### src/rtl/core/jmcf_pkg.sv
// ----------------------------------------------------------------------------
// jmcf_pkg
// Types, constants and the CRC step shared by the motor command framer.
// ----------------------------------------------------------------------------
package jmcf_pkg;

	localparam int AXIS_W    = 16;
	localparam int MAG_W     = 15;
	localparam int SPEED_W   = 8;
	localparam int SMAG_W    = 7;
	localparam int WEIGHT_W  = 9;
	localparam int CFG_IDX_W = 2;
	localparam int CFG_DAT_W = 15;

	localparam logic [15:0] CRC_POLY   = 16'h1021;
	localparam logic [8:0]  WEIGHT_ONE = 9'd256;

	// scaling: round-half-away(mag * 127 / 32767) = floor((254*mag + 32767) / 65534)
	localparam logic [22:0] SCALE_BIAS = 23'd32767;
	localparam logic [22:0] SCALE_DIV  = 23'd65534;

	// register indexes
	localparam logic [CFG_IDX_W-1:0] REG_ADDRESS   = 2'd0;
	localparam logic [CFG_IDX_W-1:0] REG_WEIGHT    = 2'd1;
	localparam logic [CFG_IDX_W-1:0] REG_DEAD_BAND = 2'd2;
	localparam logic [CFG_IDX_W-1:0] REG_STOP_BAND = 2'd3;

	localparam logic [7:0] RST_ADDRESS   = 8'd128;
	localparam logic [8:0] RST_WEIGHT    = 9'd51;
	localparam logic [14:0] RST_DEAD_BAND = 15'd1638;
	localparam logic [6:0] RST_STOP_BAND = 7'd5;

	// direction commands
	localparam logic [7:0] CMD_FIRST_FWD  = 8'h00;
	localparam logic [7:0] CMD_FIRST_REV  = 8'h01;
	localparam logic [7:0] CMD_SECOND_FWD = 8'h04;
	localparam logic [7:0] CMD_SECOND_REV = 8'h05;

	localparam int QUEUE_DEPTH = 4;
	localparam int QPTR_W      = 2;
	localparam int QCNT_W      = 3;

	typedef struct packed {
		logic [7:0]          address;
		logic [WEIGHT_W-1:0] weight;
		logic [MAG_W-1:0]    dead_band;
		logic [SMAG_W-1:0]   stop_band;
	} cfg_t;

	// one packet to be sent
	typedef struct packed {
		logic [7:0]        cmd;
		logic [SMAG_W-1:0] mag;
		logic              run_end;
	} desc_t;

	typedef enum logic [2:0] {
		F_IDLE,
		F_DEAD,
		F_SCALE,
		F_BLEND,
		F_KEEP,
		F_PUSH
	} fe_state_t;

	function automatic logic [15:0] crc_byte(input logic [15:0] crc_in, input logic [7:0] data);
		logic [15:0] c;
		c = crc_in ^ {data, 8'h00};
		for (int b = 0; b < 8; b++) begin
			if (c[15])
				c = {c[14:0], 1'b0} ^ CRC_POLY;
			else
				c = {c[14:0], 1'b0};
		end
		return c;
	endfunction

endpackage

### src/rtl/core/jmcf_queue.sv
// ----------------------------------------------------------------------------
// jmcf_queue
// Small packet descriptor FIFO between the front and back ends.
// ----------------------------------------------------------------------------
module jmcf_queue (
	input  logic             clk,
	input  logic             arst_n,
	input  logic             push,
	input  jmcf_pkg::desc_t  push_data,
	output logic             full,
	input  logic             pop,
	output jmcf_pkg::desc_t  pop_data,
	output logic             empty
);
	import jmcf_pkg::*;

	desc_t              mem_q [QUEUE_DEPTH];
	logic [QPTR_W-1:0]  wr_ptr_q;
	logic [QPTR_W-1:0]  rd_ptr_q;
	logic [QCNT_W-1:0]  count_q;
	logic               do_push;
	logic               do_pop;

	assign full     = (count_q == QCNT_W'(QUEUE_DEPTH));
	assign empty    = (count_q == '0);
	assign do_push  = push && !full;
	assign do_pop   = pop && !empty;
	assign pop_data = mem_q[rd_ptr_q];

	always_ff @(posedge clk) begin
		if (do_push)
			mem_q[wr_ptr_q] <= push_data;
	end

	always_ff @(posedge clk or negedge arst_n) begin
		if (!arst_n) begin
			wr_ptr_q <= '0;
			rd_ptr_q <= '0;
			count_q  <= '0;
		end else begin
			if (do_push)
				wr_ptr_q <= wr_ptr_q + 1'b1;
			if (do_pop)
				rd_ptr_q <= rd_ptr_q + 1'b1;
			if (do_push && !do_pop)
				count_q <= count_q + 1'b1;
			else if (do_pop && !do_push)
				count_q <= count_q - 1'b1;
		end
	end

endmodule

### src/rtl/core/jmcf_front.sv
// ----------------------------------------------------------------------------
// jmcf_front
// Accepts requests, computes the smoothed speeds and queues packet
// descriptors.
// ----------------------------------------------------------------------------
module jmcf_front (
	input  logic                          clk,
	input  logic                          arst_n,
	input  jmcf_pkg::cfg_t                cfg,
	input  logic                          s_tvalid,
	output logic                          s_tready,
	input  logic [2*jmcf_pkg::AXIS_W-1:0] s_tdata,  // axis_first, axis_second
	input  logic                          s_tuser,  // kind
	output logic                          push,
	output jmcf_pkg::desc_t               push_data,
	input  logic                          full
);
	import jmcf_pkg::*;

	fe_state_t               state_q;
	fe_state_t               state_d;
	logic                    kind_q;
	logic [AXIS_W-1:0]       axis_q   [2];
	logic [22:0]             num_s1   [2];
	logic                    neg_s1   [2];
	logic signed [SPEED_W-1:0] target_s2 [2];
	logic signed [17:0]      sum_s3   [2];
	logic signed [SPEED_W-1:0] speed_q  [2];
	logic [1:0]              cnt_q;
	logic                    accept;
	logic                    push_last;

	logic [22:0]             num_d    [2];
	logic                    neg_d    [2];
	logic signed [SPEED_W-1:0] target_d [2];
	logic signed [17:0]      sum_d    [2];
	logic signed [SPEED_W-1:0] speed_d  [2];
	logic [WEIGHT_W-1:0]     w_eff;

	assign accept    = s_tvalid && s_tready;
	assign push_last = kind_q ? (cnt_q == 2'd3) : (cnt_q == 2'd1);

	// lane arithmetic
	always_comb begin
		logic signed [AXIS_W-1:0] ax;
		logic [AXIS_W-1:0]        mag16;
		logic [MAG_W-1:0]         mag;
		logic [6:0]               q_est;
		logic [22:0]              rem;
		logic [6:0]               q;
		logic signed [9:0]        ws;
		logic signed [9:0]        wi;
		logic signed [17:0]       p_new;
		logic signed [17:0]       p_old;
		logic [17:0]              abs_sum;
		logic [15:0]              rounded;
		logic [SMAG_W-1:0]        kept;
		w_eff = (cfg.weight > WEIGHT_ONE) ? WEIGHT_ONE : cfg.weight;
		ws    = $signed({1'b0, w_eff});
		wi    = $signed({1'b0, WEIGHT_ONE - w_eff});
		for (int l = 0; l < 2; l++) begin
			ax = $signed(axis_q[l]);
			if (ax == 16'sh8000)
				ax = 16'sh8001;
			neg_d[l] = ax[AXIS_W-1];
			mag16    = neg_d[l] ? 16'(-ax) : 16'(ax);
			mag      = mag16[MAG_W-1:0];
			if (mag < cfg.dead_band)
				mag = '0;
			num_d[l] = ({mag, 8'b0} - {7'b0, mag, 1'b0}) + SCALE_BIAS;

			q_est = num_s1[l][22:16];
			rem   = num_s1[l] - ({q_est, 16'b0} - {15'b0, q_est, 1'b0});
			q     = (rem >= SCALE_DIV) ? q_est + 1'b1 : q_est;
			target_d[l] = neg_s1[l] ? -$signed({1'b0, q}) : $signed({1'b0, q});

			p_new    = 18'(ws) * 18'(target_s2[l]);
			p_old    = 18'(wi) * 18'(speed_q[l]);
			sum_d[l] = p_new + p_old;

			abs_sum = sum_s3[l][17] ? 18'(-sum_s3[l]) : 18'(sum_s3[l]);
			rounded = abs_sum[15:0] + 16'd128;
			kept    = rounded[14:8];
			if (kept <= cfg.stop_band)
				kept = '0;
			speed_d[l] = sum_s3[l][17] ? -$signed({1'b0, kept}) : $signed({1'b0, kept});
		end
	end

	// next state and descriptor
	always_comb begin
		logic              rev;
		logic              second;
		logic [SPEED_W-1:0] sp;
		state_d   = state_q;
		s_tready  = 1'b0;
		push      = 1'b0;
		rev       = 1'b0;
		second    = 1'b0;
		sp        = '0;
		push_data = '0;
		case (state_q)
			F_IDLE: begin
				s_tready = 1'b1;
				if (s_tvalid)
					state_d = s_tuser ? F_PUSH : F_DEAD;
			end
			F_DEAD:  state_d = F_SCALE;
			F_SCALE: state_d = F_BLEND;
			F_BLEND: state_d = F_KEEP;
			F_KEEP:  state_d = F_PUSH;
			F_PUSH: begin
				push = 1'b1;
				if (!full && push_last)
					state_d = F_IDLE;
			end
			default: state_d = F_IDLE;
		endcase
		if (kind_q) begin
			second = cnt_q[1];
			rev    = cnt_q[0];
		end else begin
			second = cnt_q[0];
			sp     = speed_q[cnt_q[0]];
			rev    = sp[SPEED_W-1];
			sp     = rev ? SPEED_W'(-$signed(sp)) : sp;
		end
		case ({second, rev})
			2'b00:   push_data.cmd = CMD_FIRST_FWD;
			2'b01:   push_data.cmd = CMD_FIRST_REV;
			2'b10:   push_data.cmd = CMD_SECOND_FWD;
			default: push_data.cmd = CMD_SECOND_REV;
		endcase
		push_data.mag     = sp[SMAG_W-1:0];
		push_data.run_end = push_last;
	end

	always_ff @(posedge clk or negedge arst_n) begin
		if (!arst_n) begin
			state_q    <= F_IDLE;
			cnt_q      <= '0;
			speed_q[0] <= '0;
			speed_q[1] <= '0;
		end else begin
			state_q <= state_d;
			if (accept)
				cnt_q <= '0;
			else if (push && !full)
				cnt_q <= cnt_q + 1'b1;
			if (state_q == F_KEEP) begin
				speed_q[0] <= speed_d[0];
				speed_q[1] <= speed_d[1];
			end
		end
	end

	always_ff @(posedge clk) begin
		if (accept) begin
			kind_q    <= s_tuser;
			axis_q[0] <= s_tdata[AXIS_W-1:0];
			axis_q[1] <= s_tdata[2*AXIS_W-1:AXIS_W];
		end
		for (int l = 0; l < 2; l++) begin
			num_s1[l]    <= num_d[l];
			neg_s1[l]    <= neg_d[l];
			target_s2[l] <= target_d[l];
			sum_s3[l]    <= sum_d[l];
		end
	end

endmodule

### src/rtl/core/jmcf_back.sv
// ----------------------------------------------------------------------------
// jmcf_back
// Serialises queued descriptors into five-byte packets with CRC-16/XMODEM.
// ----------------------------------------------------------------------------
module jmcf_back (
	input  logic            clk,
	input  logic            arst_n,
	input  jmcf_pkg::cfg_t  cfg,
	output logic            pop,
	input  jmcf_pkg::desc_t pop_data,
	input  logic            empty,
	output logic            m_tvalid,
	input  logic            m_tready,
	output logic [7:0]      m_tdata,  // tx_byte
	output logic            m_tlast,  // last
	output logic            m_tuser   // packet_end
);
	import jmcf_pkg::*;

	localparam logic [2:0] BYTE_LAST = 3'd4;

	desc_t       desc_q;
	logic        busy_q;
	logic [2:0]  idx_q;
	logic [15:0] crc_q;
	logic        valid_q;
	logic [7:0]  data_q;
	logic        last_q;
	logic        end_q;
	logic        advance;
	logic [7:0]  byte_d;

	assign advance  = busy_q && (!valid_q || m_tready);
	assign pop      = !empty && (!busy_q || (advance && idx_q == BYTE_LAST));
	assign m_tvalid = valid_q;
	assign m_tdata  = data_q;
	assign m_tlast  = last_q;
	assign m_tuser  = end_q;

	always_comb begin
		case (idx_q)
			3'd0:    byte_d = cfg.address;
			3'd1:    byte_d = desc_q.cmd;
			3'd2:    byte_d = {1'b0, desc_q.mag};
			3'd3:    byte_d = crc_q[15:8];
			default: byte_d = crc_q[7:0];
		endcase
	end

	always_ff @(posedge clk or negedge arst_n) begin
		if (!arst_n) begin
			busy_q  <= 1'b0;
			idx_q   <= '0;
			valid_q <= 1'b0;
		end else begin
			if (pop) begin
				busy_q <= 1'b1;
				idx_q  <= '0;
			end else if (advance) begin
				if (idx_q == BYTE_LAST)
					busy_q <= 1'b0;
				idx_q <= idx_q + 1'b1;
			end
			if (advance)
				valid_q <= 1'b1;
			else if (m_tready)
				valid_q <= 1'b0;
		end
	end

	always_ff @(posedge clk) begin
		if (pop)
			desc_q <= pop_data;
		if (advance) begin
			data_q <= byte_d;
			end_q  <= (idx_q == BYTE_LAST);
			last_q <= (idx_q == BYTE_LAST) && desc_q.run_end;
			if (idx_q < 3'd3)
				crc_q <= crc_byte((idx_q == 3'd0) ? 16'h0000 : crc_q, byte_d);
		end
	end

endmodule

### src/rtl/core/joystick_motor_command_framer_core.sv
// ----------------------------------------------------------------------------
// joystick_motor_command_framer_core
// Turns joystick requests into pairs of motor command packets, or four
// zero-speed packets for a stop request.
//
//  channel | dir | payload
//  s_*     | in  | tdata {axis_second, axis_first}, tuser kind
//  m_*     | out | tdata tx_byte, tuser packet_end, tlast last
//  cfg_*   | in  | cfg_index register, cfg_data value (always ready)
//
// A sample request yields ten bytes, a stop request twenty; the byte
// serialiser (one byte per cycle while m_tready is high) sets the rate. The
// front end takes no new request until it has queued the last one's
// descriptors, and runs ahead through a 4-entry descriptor queue.
// Reset clears speeds and queue and restores register defaults; output
// stalls hold the byte.
// ----------------------------------------------------------------------------
module joystick_motor_command_framer_core (
	input  logic                              clk,
	input  logic                              arst_n,
	input  logic                              s_tvalid,
	output logic                              s_tready,
	input  logic [31:0]                       s_tdata,   // axis_first, axis_second
	input  logic                              s_tuser,   // kind
	output logic                              m_tvalid,
	input  logic                              m_tready,
	output logic [7:0]                        m_tdata,   // tx_byte
	output logic                              m_tuser,   // packet_end
	output logic                              m_tlast,   // last
	input  logic                              cfg_valid,
	output logic                              cfg_ready,
	input  logic [jmcf_pkg::CFG_IDX_W-1:0]    cfg_index,
	input  logic [jmcf_pkg::CFG_DAT_W-1:0]    cfg_data
);
	import jmcf_pkg::*;

	cfg_t  cfg_q;
	logic  q_push;
	desc_t q_push_data;
	logic  q_full;
	logic  q_pop;
	desc_t q_pop_data;
	logic  q_empty;

	assign cfg_ready = 1'b1;

	always_ff @(posedge clk or negedge arst_n) begin
		if (!arst_n) begin
			cfg_q.address   <= RST_ADDRESS;
			cfg_q.weight    <= RST_WEIGHT;
			cfg_q.dead_band <= RST_DEAD_BAND;
			cfg_q.stop_band <= RST_STOP_BAND;
		end else if (cfg_valid) begin
			case (cfg_index)
				REG_ADDRESS:   cfg_q.address   <= cfg_data[7:0];
				REG_WEIGHT:    cfg_q.weight    <= cfg_data[WEIGHT_W-1:0];
				REG_DEAD_BAND: cfg_q.dead_band <= cfg_data[MAG_W-1:0];
				REG_STOP_BAND: cfg_q.stop_band <= cfg_data[SMAG_W-1:0];
				default: ;
			endcase
		end
	end

	jmcf_front u_front (
		.clk       (clk),
		.arst_n    (arst_n),
		.cfg       (cfg_q),
		.s_tvalid  (s_tvalid),
		.s_tready  (s_tready),
		.s_tdata   (s_tdata),
		.s_tuser   (s_tuser),
		.push      (q_push),
		.push_data (q_push_data),
		.full      (q_full)
	);

	jmcf_queue u_queue (
		.clk       (clk),
		.arst_n    (arst_n),
		.push      (q_push),
		.push_data (q_push_data),
		.full      (q_full),
		.pop       (q_pop),
		.pop_data  (q_pop_data),
		.empty     (q_empty)
	);

	jmcf_back u_back (
		.clk      (clk),
		.arst_n   (arst_n),
		.cfg      (cfg_q),
		.pop      (q_pop),
		.pop_data (q_pop_data),
		.empty    (q_empty),
		.m_tvalid (m_tvalid),
		.m_tready (m_tready),
		.m_tdata  (m_tdata),
		.m_tlast  (m_tlast),
		.m_tuser  (m_tuser)
	);

endmodule

### config.mk
export PLATFORM = sky130hd
export DESIGN_NAME = joystick_motor_command_framer_core
export DESIGN_NICKNAME = d
export VERILOG_FILES = /design/src/rtl/core/jmcf_pkg.sv /design/src/rtl/core/jmcf_queue.sv /design/src/rtl/core/jmcf_front.sv /design/src/rtl/core/jmcf_back.sv /design/src/rtl/core/joystick_motor_command_framer_core.sv
export SDC_FILE = /design/constraint.sdc
export NUM_CORES = 1
export LEC_CHECK = 0
export BUFFER_PORTS_ARGS = -buffer_cell sky130_fd_sc_hd__buf_2
export CORE_AREA = 8 8 224 226
export DETAILED_ROUTE_END_ITERATION = 10
export DIE_AREA = 0 0 232 234
export GPL_TIMING_DRIVEN = 0
export PLACE_DENSITY = 0.82
export SLEW_MARGIN = 20
export SYNTH_ARGS = -nofsm -noshare
export SYNTH_HDL_FRONTEND = slang
export SYNTH_SLANG_ARGS = --single-unit
### constraint.sdc
create_clock -name clk -period 7.2 [get_ports clk]
set_clock_uncertainty 0.05 [all_clocks]
set_input_delay 1.44 -clock clk [delete_from_list [all_inputs] [get_ports clk]]
set_output_delay 1.44 -clock clk [all_outputs]
set_load 0.1 [all_outputs]
==> out/qor.yml, run 1 <==
sta:
  timing.final.ws_setup_ns: -0.0184
  fin_setup_tns_ns: -0.0323
  rsz0062_at_grt: "yes"
  relSlewSlack_pct: 39.3
  final_period_util_pct: 100
  count_of_final_setup_violators: 2
  hold_viol: 0
  max_clock_freq_mhz: 139
  tightest_slew_ns: 0.911
  drv_slew: 0
  period_minus_slack_ns: 7.22
worst_setup_path:
  start_kind: "register"
  worst-r2r-cell-count: 33
  worst_ep_required_time_ns: 7.62
  max_stage_delay_ns: 0.54
  cp_max_fo: 6
  worst_r2r_startpoint: "u_front.axis_q[0][3]"
  regToRegSetupSlack_ns: -0.02
  critical_path.reg2reg.endpoint: "u_front.num_s1[0][22]"
  critical-path-top-delay-family: "compound AO/OA/AOI/OAI gates"
  worstPathArrival_ns: 7.64
  worst-setup-path-type: "register to register"
  end_kind: "register"
  critical_path.n_buffers_inverters: 3
  worst_path_max_delay_cell: "or4_4"
global_routing:
  grt_pass1_wl_mm: 101
  antenna_violations_before_repair: 1
  grt_use_total_pct: 23.0
  grt_start_max_net_pins: 54
  grt-ovfl-total: 0
  via_count_of_the_first_global_routing_pass: 20528
outcome:
  violations: "setup timing"
  status: "finished with violations"
yosys:
  synth-compound-area-share_pct: 8.68
  post_synthesis_mean_instance_area_um2: 9.72
  yosys.area_share.simple_pct: 14.4
  post-synth-top-area-cell: "fa_1"
  synthDistinctLibCells: 98
  synthXorXnorAreaFrac_pct: 6.61
  synth.top_cells.by_area: "fa_1, ha_1, edfxtp_1"
  combinational_family_with_the_most_area_after_synthesis: "adder cells"
  synthFlopType: "edfxtp_1"
  synth_fa_ha_area_share_pct: 31.8
  number_of_nets_produced_by_synthesis: 3235
  synth.ff_latch_count: 275
  synthMuxAreaShare_pct: 3.63
  synth_sequential_area_ratio_pct: 27.0
  yosys_warning_count: 0
  count_of_flip_flops_with_a_built_in_enable_after_synthesis: 109
  mappedNetlistArea_um2: 25900
  async_flop_share_pct: 26.2
  synth_top_cell_area_share_pct: 17.7
  post_synth_inst_count: 2661
die:
  pin_count: 68
  placeableCoreArea_um2: 46800
  fp_rows: 80
  initial_utilization_pct: 55.2
  die_x_um: 232
  die_h_um: 234
  die-area_um2: 54300
route:
  routed-via-count: 19468
  finalWirelength_mm: 63.3
  antenna_left: 0
  initialDrtViolationCount: 1381
  m1WireLength_mm: 25.5
  vias_per_std_cell: 5.65
  detailroute.wirelength.met2_mm: 30.5
  topRoutingLayerUsed: "met4"
  wl_per_cell_um: 18.4
  drc: 0
  drt_pass1_iterations: 5
  route.met3.wl_mm: 4.33
clock_tree:
  cts_buffer_depth: 3
  ctsHtreeMaxLevel: 1
  tritoncts: "done"
  cts_bufs_inserted: 29
  clk_latency_ns: 0.60
  clk_root_buffer_cell: "clkbuf_16"
  cts.clk_slew.worst_paths_ns: 0.06
  cts.sink_count: 275
worst_hold_path:
  hold_depth: 1
  hold_path.startpoint: "cfg_q[33]"
  hp-class: "register to register"
  timing.hold.worst_endpoint: "cfg_q[33]"
layout:
  n_antenna_cell: 0
  layout-drive-gt1-share_pct: 13.1
  syn2layout_area_growth_pct: 12.1
  finish.net_count: 3384
flow_run:
  count_of_max_cap_constraint_violations: 0
placed_design:
  buffer_ports.inserted: 66
  gpl.final_weighted_congestion: 0.910
  dp_hpwl_mm: 48.8
how the worst max path moves through the flow:
stage                    startpoint                     to  slack (ns)  cells past startpoint
4_1_cts        u_front.axis_q[0][5]  u_front.num_s1[0][22]       0.002                     34
2_1_floorplan             cfg_q[30]  u_front.sum_s3[0][17]        0.15                     26
3_5_place_dp              cfg_q[30]  u_front.sum_s3[0][17]       -1.26                     27
6_report       u_front.axis_q[0][3]  u_front.num_s1[0][22]       -0.02                     33
5_1_grt        u_front.axis_q[0][3]  u_front.num_s1[0][21]       -0.27                     35
3_3_place_gp              cfg_q[30]  u_front.sum_s3[0][17]       -1.16                     28
registers in the layout, summed over array words and instances (netlist names):
name / cells
u_front.num_s1: 44
u_queue.mem_q: 40
cfg_q: 39
u_front.axis_q: 32
u_front.sum_s3: 32
u_back.crc_q: 16
u_front.speed_q: 16
u_front.target_s2: 16
u_back.desc_q: 10
u_back.m_tdata: 8
u_back.idx_q: 3
u_front.state_q: 3
u_queue.count_q: 3
u_front.cnt_q: 2
u_front.neg_s1: 2
u_queue.rd_ptr_q: 2
u_queue.wr_ptr_q: 2
u_back.busy_q: 1
u_back.m_tlast: 1
u_back.m_tuser: 1
u_back.m_tvalid: 1
u_front.kind_q: 1
routing by layer:
| metal | global-route usage (%) | vias up |
|---|---|---|
| li1 | - | 8974 |
| met1 | 28.6 | 9539 |
| met2 | 39.3 | 755 |
| met3 | 3.98 | 200 |
| met4 | 10.0 | 0 |
| met5 | 0 | - |
per-stage QoR:
stage | setup WS [ns] | util [%] | cells | hold WS (ns) | area [µm²]
after global routing | -0.266 | 61.9 | 3448 | 0.470 | 29000
after global placement | -1.16 | 57.5 | 3342 | 0.421 | 27000
after detailed placement | -1.26 | 57.7 | 3345 | 0.449 | 27000
after floorplan | 0.148 | - | 2661 | 0.406 | 25900
final | -0.0184 | 61.9 | 3448 | 0.464 | 29000
after CTS | 0.00185 | 60.6 | 3416 | 0.464 | 28400
cell usage in the layout (no fill, tap or decap), types with 8 or more instances in the layout:
cell / synthesis / final
buf_4: 3 / 50
mux4_2: 10 / 10
clkbuf_1: 68 / 52
clkbuf_2: 0 / 8
o21ai_0: 74 / 67
buf_1: 11 / 10
a31oi_1: 11 / 11
a21o_1: 24 / 24
mux2i_1: 17 / 17
a21oi_1: 85 / 70
xor2_1: 55 / 51
nand3_1: 32 / 31
nor3_1: 34 / 28
inv_1: 448 / 446
dfrtp_1: 59 / 58
nand2_1: 244 / 242
dfxtp_1: 94 / 94
nor2_1: 99 / 99
ha_1: 290 / 282
buf_6: 1 / 10
fa_1: 229 / 228
o21bai_1: 13 / 12
and2_1: 183 / 181
nand2b_1: 27 / 27
a21oi_2: 1 / 14
xnor2_1: 140 / 136
o22ai_1: 8 / 8
mux2_2: 47 / 46
clkbuf_16: 0 / 30
edfxtp_1: 109 / 109
buf_2: 6 / 72
nor2b_1: 36 / 29
nor4_1: 10 / 8
o31ai_1: 13 / 12
o21a_1: 21 / 21
dfstp_2: 13 / 13
Yosys cell counts, types with 8 or more instances:
master	count
fa_1	229
nand2b_1	27
nor2_1	99
buf_1	11
inv_1	448
nor4_1	10
clkbuf_1	68
a21oi_1	85
a31oi_1	11
dfrtp_1	59
o22ai_1	8
nand3_1	32
dfstp_2	13
mux2i_1	17
mux4_2	10
xor2_1	55
and2_1	183
dfxtp_1	94
o21a_1	21
a21o_1	24
mux2_2	47
o21bai_1	13
o31ai_1	13
o21ai_0	74
xnor2_1	140
nand2_1	244
nor3_1	34
nor2b_1	36
edfxtp_1	109
ha_1	290
layout make-up:
type	instances	area (µm²)
Clock buffer	36	785
Multi-Input combinational cell	1848	17400
Tap cell	615	769
Buffer	87	443
Sequential cell	275	6970
Fill cell	3703	17900
Inverter	449	1690
Clock inverter	18	184
Timing Repair Buffer	120	792
kinds of logic (layout without fill, tap and decap cells):
family / Yosys count / count (layout)
AND/OR/NAND/NOR: 726 / 726
flip-flops: 275 / 275
other: 1 / 1
adder cells (fa/ha/maj): 519 / 519
XOR/XNOR: 195 / 195
buffers and inverters: 538 / 710
multiplexers: 75 / 75
AO/OA/AOI/OAI: 332 / 332
what timing repair did:
item	CTS	global route
buffers inserted	18	32
endpoints found under the setup margin	23	14
hold endpoints to repair	0	0
pin swaps	11	52
gates resized for setup	65	88
hold buffers	0	0
gates cloned	0	1
Power of run 1 is left out: the tool's default activity adds up to more than one toggle a clock period on the data nets, which glitch-free logic cannot reach.
==> run 2, diff against run 1 <==
Settings changed: CELL_PAD_IN_SITES_DETAIL_PLACEMENT from default to 2, CELL_PAD_IN_SITES_GLOBAL_PLACEMENT from default to 2, CORE_AREA 8 8 224 226 to 8 8 267 269, CTS_BUF_LIST from default to sky130_fd_sc_hd__clkbuf_2 sky130_fd_sc_hd__clkbuf_4 sky130_fd_sc_hd__clkbuf_8, DIE_AREA 0 0 232 234 to 0 0 275 277, MAX_ROUTING_LAYER from default to met4, PLACE_DENSITY 0.82 to 0.86.
==> out/qor.yml, run 2 (synthesis results as in run 1) <==
sta:
  period_minus_slack_ns: 7.79  # was 7.22 ns
  final_period_util_pct: 108  # was 100%
  timing.final.ws_setup_ns: -0.591  # was -0.0184 ns
  count_of_final_setup_violators: 12  # was 2
  tightest_slew_ns: 0.911  # about the same
  max_clock_freq_mhz: 128  # was 139 MHz
  hold_viol: 0  # unchanged
  relSlewSlack_pct: 39.3  # about the same
  rsz0062_at_grt: "yes"  # unchanged
  drv_slew: 0  # unchanged
outcome:
  violations: "setup timing"  # unchanged
  status: "finished with violations"  # unchanged
global_routing:
  grt_start_max_net_pins: 39  # was 54
  grt-ovfl-total: 0  # unchanged
  grt_pass1_wl_mm: 162  # was 101 mm
  via_count_of_the_first_global_routing_pass: 25817  # was 20528
  grt_use_total_pct: 28.8  # was 23.0%
  antenna_violations_before_repair: 5  # was 1
layout:
  layout-drive-gt1-share_pct: 17.1  # was 13.1%
  most-common-layout-cells: "inv_1, ha_1, nand2_1, fa_1, and2_1"  # unchanged
  max_reg_flops: 44  # unchanged
  finish.net_count: 3446  # was 3384
  regMostFlops: "u_front.num_s1"  # unchanged
  reg.largest.list: "u_front.num_s1 x44, u_queue.mem_q x40, cfg_q x39"  # unchanged
  layout_commonest_cell: "inv_1"  # unchanged
  syn2layout_area_growth_pct: 16.7  # was 12.1%
route:
  vias_per_std_cell: 5.86  # was 5.65
  routed-via-count: 22239  # was 19468
  antenna_left: 0  # unchanged
  drc: 0  # unchanged
  initialDrtViolationCount: 1507  # was 1381
  drt_pass1_iterations: 6  # was 5
  wl_per_cell_um: 30.9  # was 18.4 µm
  finalWirelength_mm: 117  # was 63.3 mm
worst_setup_path:
  max_stage_delay_ns: 0.51  # was 0.54 ns
  cp_max_fo: 7  # was 6
  end_kind: "register"  # unchanged
  worst_path_max_delay_cell: "or4_4"  # unchanged
  critical_path.n_buffers_inverters: 2  # was 3
  worst_ep_required_time_ns: 7.72  # was 7.62 ns
  worstPathArrival_ns: 8.31  # was 7.64 ns
  critical-path-top-delay-family: "simple AND/OR/NAND/NOR gates"  # was compound AO/OA/AOI/OAI gates
  start_kind: "register"  # unchanged
  worst-setup-path-type: "register to register"  # unchanged
clock_tree:
  clk_root_buffer_cell: "clkbuf_8"  # was clkbuf_16
  cts_bufs_inserted: 51  # was 29
  tritoncts: "done"  # unchanged
  ctsHtreeMaxLevel: 2  # was 1
  cts.clk_slew.worst_paths_ns: 0.07  # was 0.06 ns
  cts_buffer_depth: 3  # unchanged
  holdBufCountCts: 0  # unchanged
  cts.sink_count: 275  # unchanged
  clk_latency_ns: 0.72  # was 0.60 ns
die:
  die_x_um: 275  # was 232 µm
  pin_count: 68  # unchanged
  fp_rows: 95  # was 80
  initial_utilization_pct: 38.7  # was 55.2%
  placeableCoreArea_um2: 66800  # was 46800 µm²
  die-area_um2: 76200  # was 54300 µm²
  die_h_um: 277  # was 234 µm
worst_hold_path:
  hp-class: "register to register"  # unchanged
placed_design:
  dp_slack_ns: -1.92  # was -1.26 ns
  buffer_ports.inserted: 66  # unchanged
  gpl.final_weighted_congestion: 0.872  # was 0.910
  dp_hpwl_mm: 70.0  # was 48.8 mm
flow_run:
  count_of_max_cap_constraint_violations: 0  # unchanged
## run 2: changes by cell type in the layout (fill, tap and decap cells not counted), sizes merged
cell | before | now
buf | 146 | 194
diode | 0 | 5
clkinv | 7 | 14
inv | 456 | 449
clkbuf | 97 | 130
clkinvlp | 2 | 1
bufinv | 2 | 4
## run 2: layout make-up
type	count	area [µm²]
diodes	5	12.5
plain buffers	86	499
clock buffers	77	960
clock inverters	19	208
fillers	7031	36600
inverters	449	1700
multi-input cells	1848	17600
flip-flops and latches	275	6970
well taps	873	1090
repair buffers	161	1120
## run 2: through the flow
| stage | util, % | hold slack (ns) | TNS [ns] | cells | instance area [µm²] |
|---|---|---|---|---|---|
| floorplan | - | 0.406 | 0 | 2661 | 25900 |
| global placement | 40.8 | 0.424 | -16.04 | 3600 | 27300 |
| detailed placement | 41.0 | 0.434 | -29.41 | 3604 | 27400 |
| CTS | 43.9 | 0.448 | -0.162 | 3741 | 29300 |
| global route | 45.2 | 0.473 | -5.01 | 3792 | 30200 |
| finish | 45.2 | 0.446 | -3.22 | 3793 | 30200 |
## run 2: timing repair
action	in CTS	in global routing
hold endpoints to repair	0	0
setup endpoints to repair	36	19
pin swaps	36	102
gates resized for setup	123	108
setup buffers	42	50
## run 2: worst reg2reg max path: cells and delay by family (launching register included)
kind	cells	cell delay, ns
xor+xnor	2	0.46
buf+inv	2	0.34
flops	1	0.45
simple gates	13	2.67
fa+ha+maj	4	1.07
compound gates	14	2.60
## run 2: final timing paths
kind	startpoint	to	slack, ns	cells after the start
max	u_front.axis_q[0][3]	u_front.num_s1[0][21]	-0.59	35
min	u_queue.count_q[2]	u_queue.count_q[2]	0.45	1
max reg2reg	u_front.axis_q[0][3]	u_front.num_s1[0][21]	-0.59	35
min reg2reg	u_queue.count_q[2]	u_queue.count_q[2]	0.45	1
max in group asynchronous	arst_n	cfg_q[2]	5.72	2
min in group asynchronous	arst_n	u_back.idx_q[2]	0.69	1
## run 2: metal layers
metal	part of all wire, %	global-route usage, %	vias to the layer above	routed length, µm
met3	6.0	5.60	626	7100
li1	-	-	9119	-
met2	51	50.3	1096	59500
met1	35	29.2	11398	40600
met4	8.7	19.0	0	10200
met5	0	-	-	0
Power of run 2 is left out for the same reason.
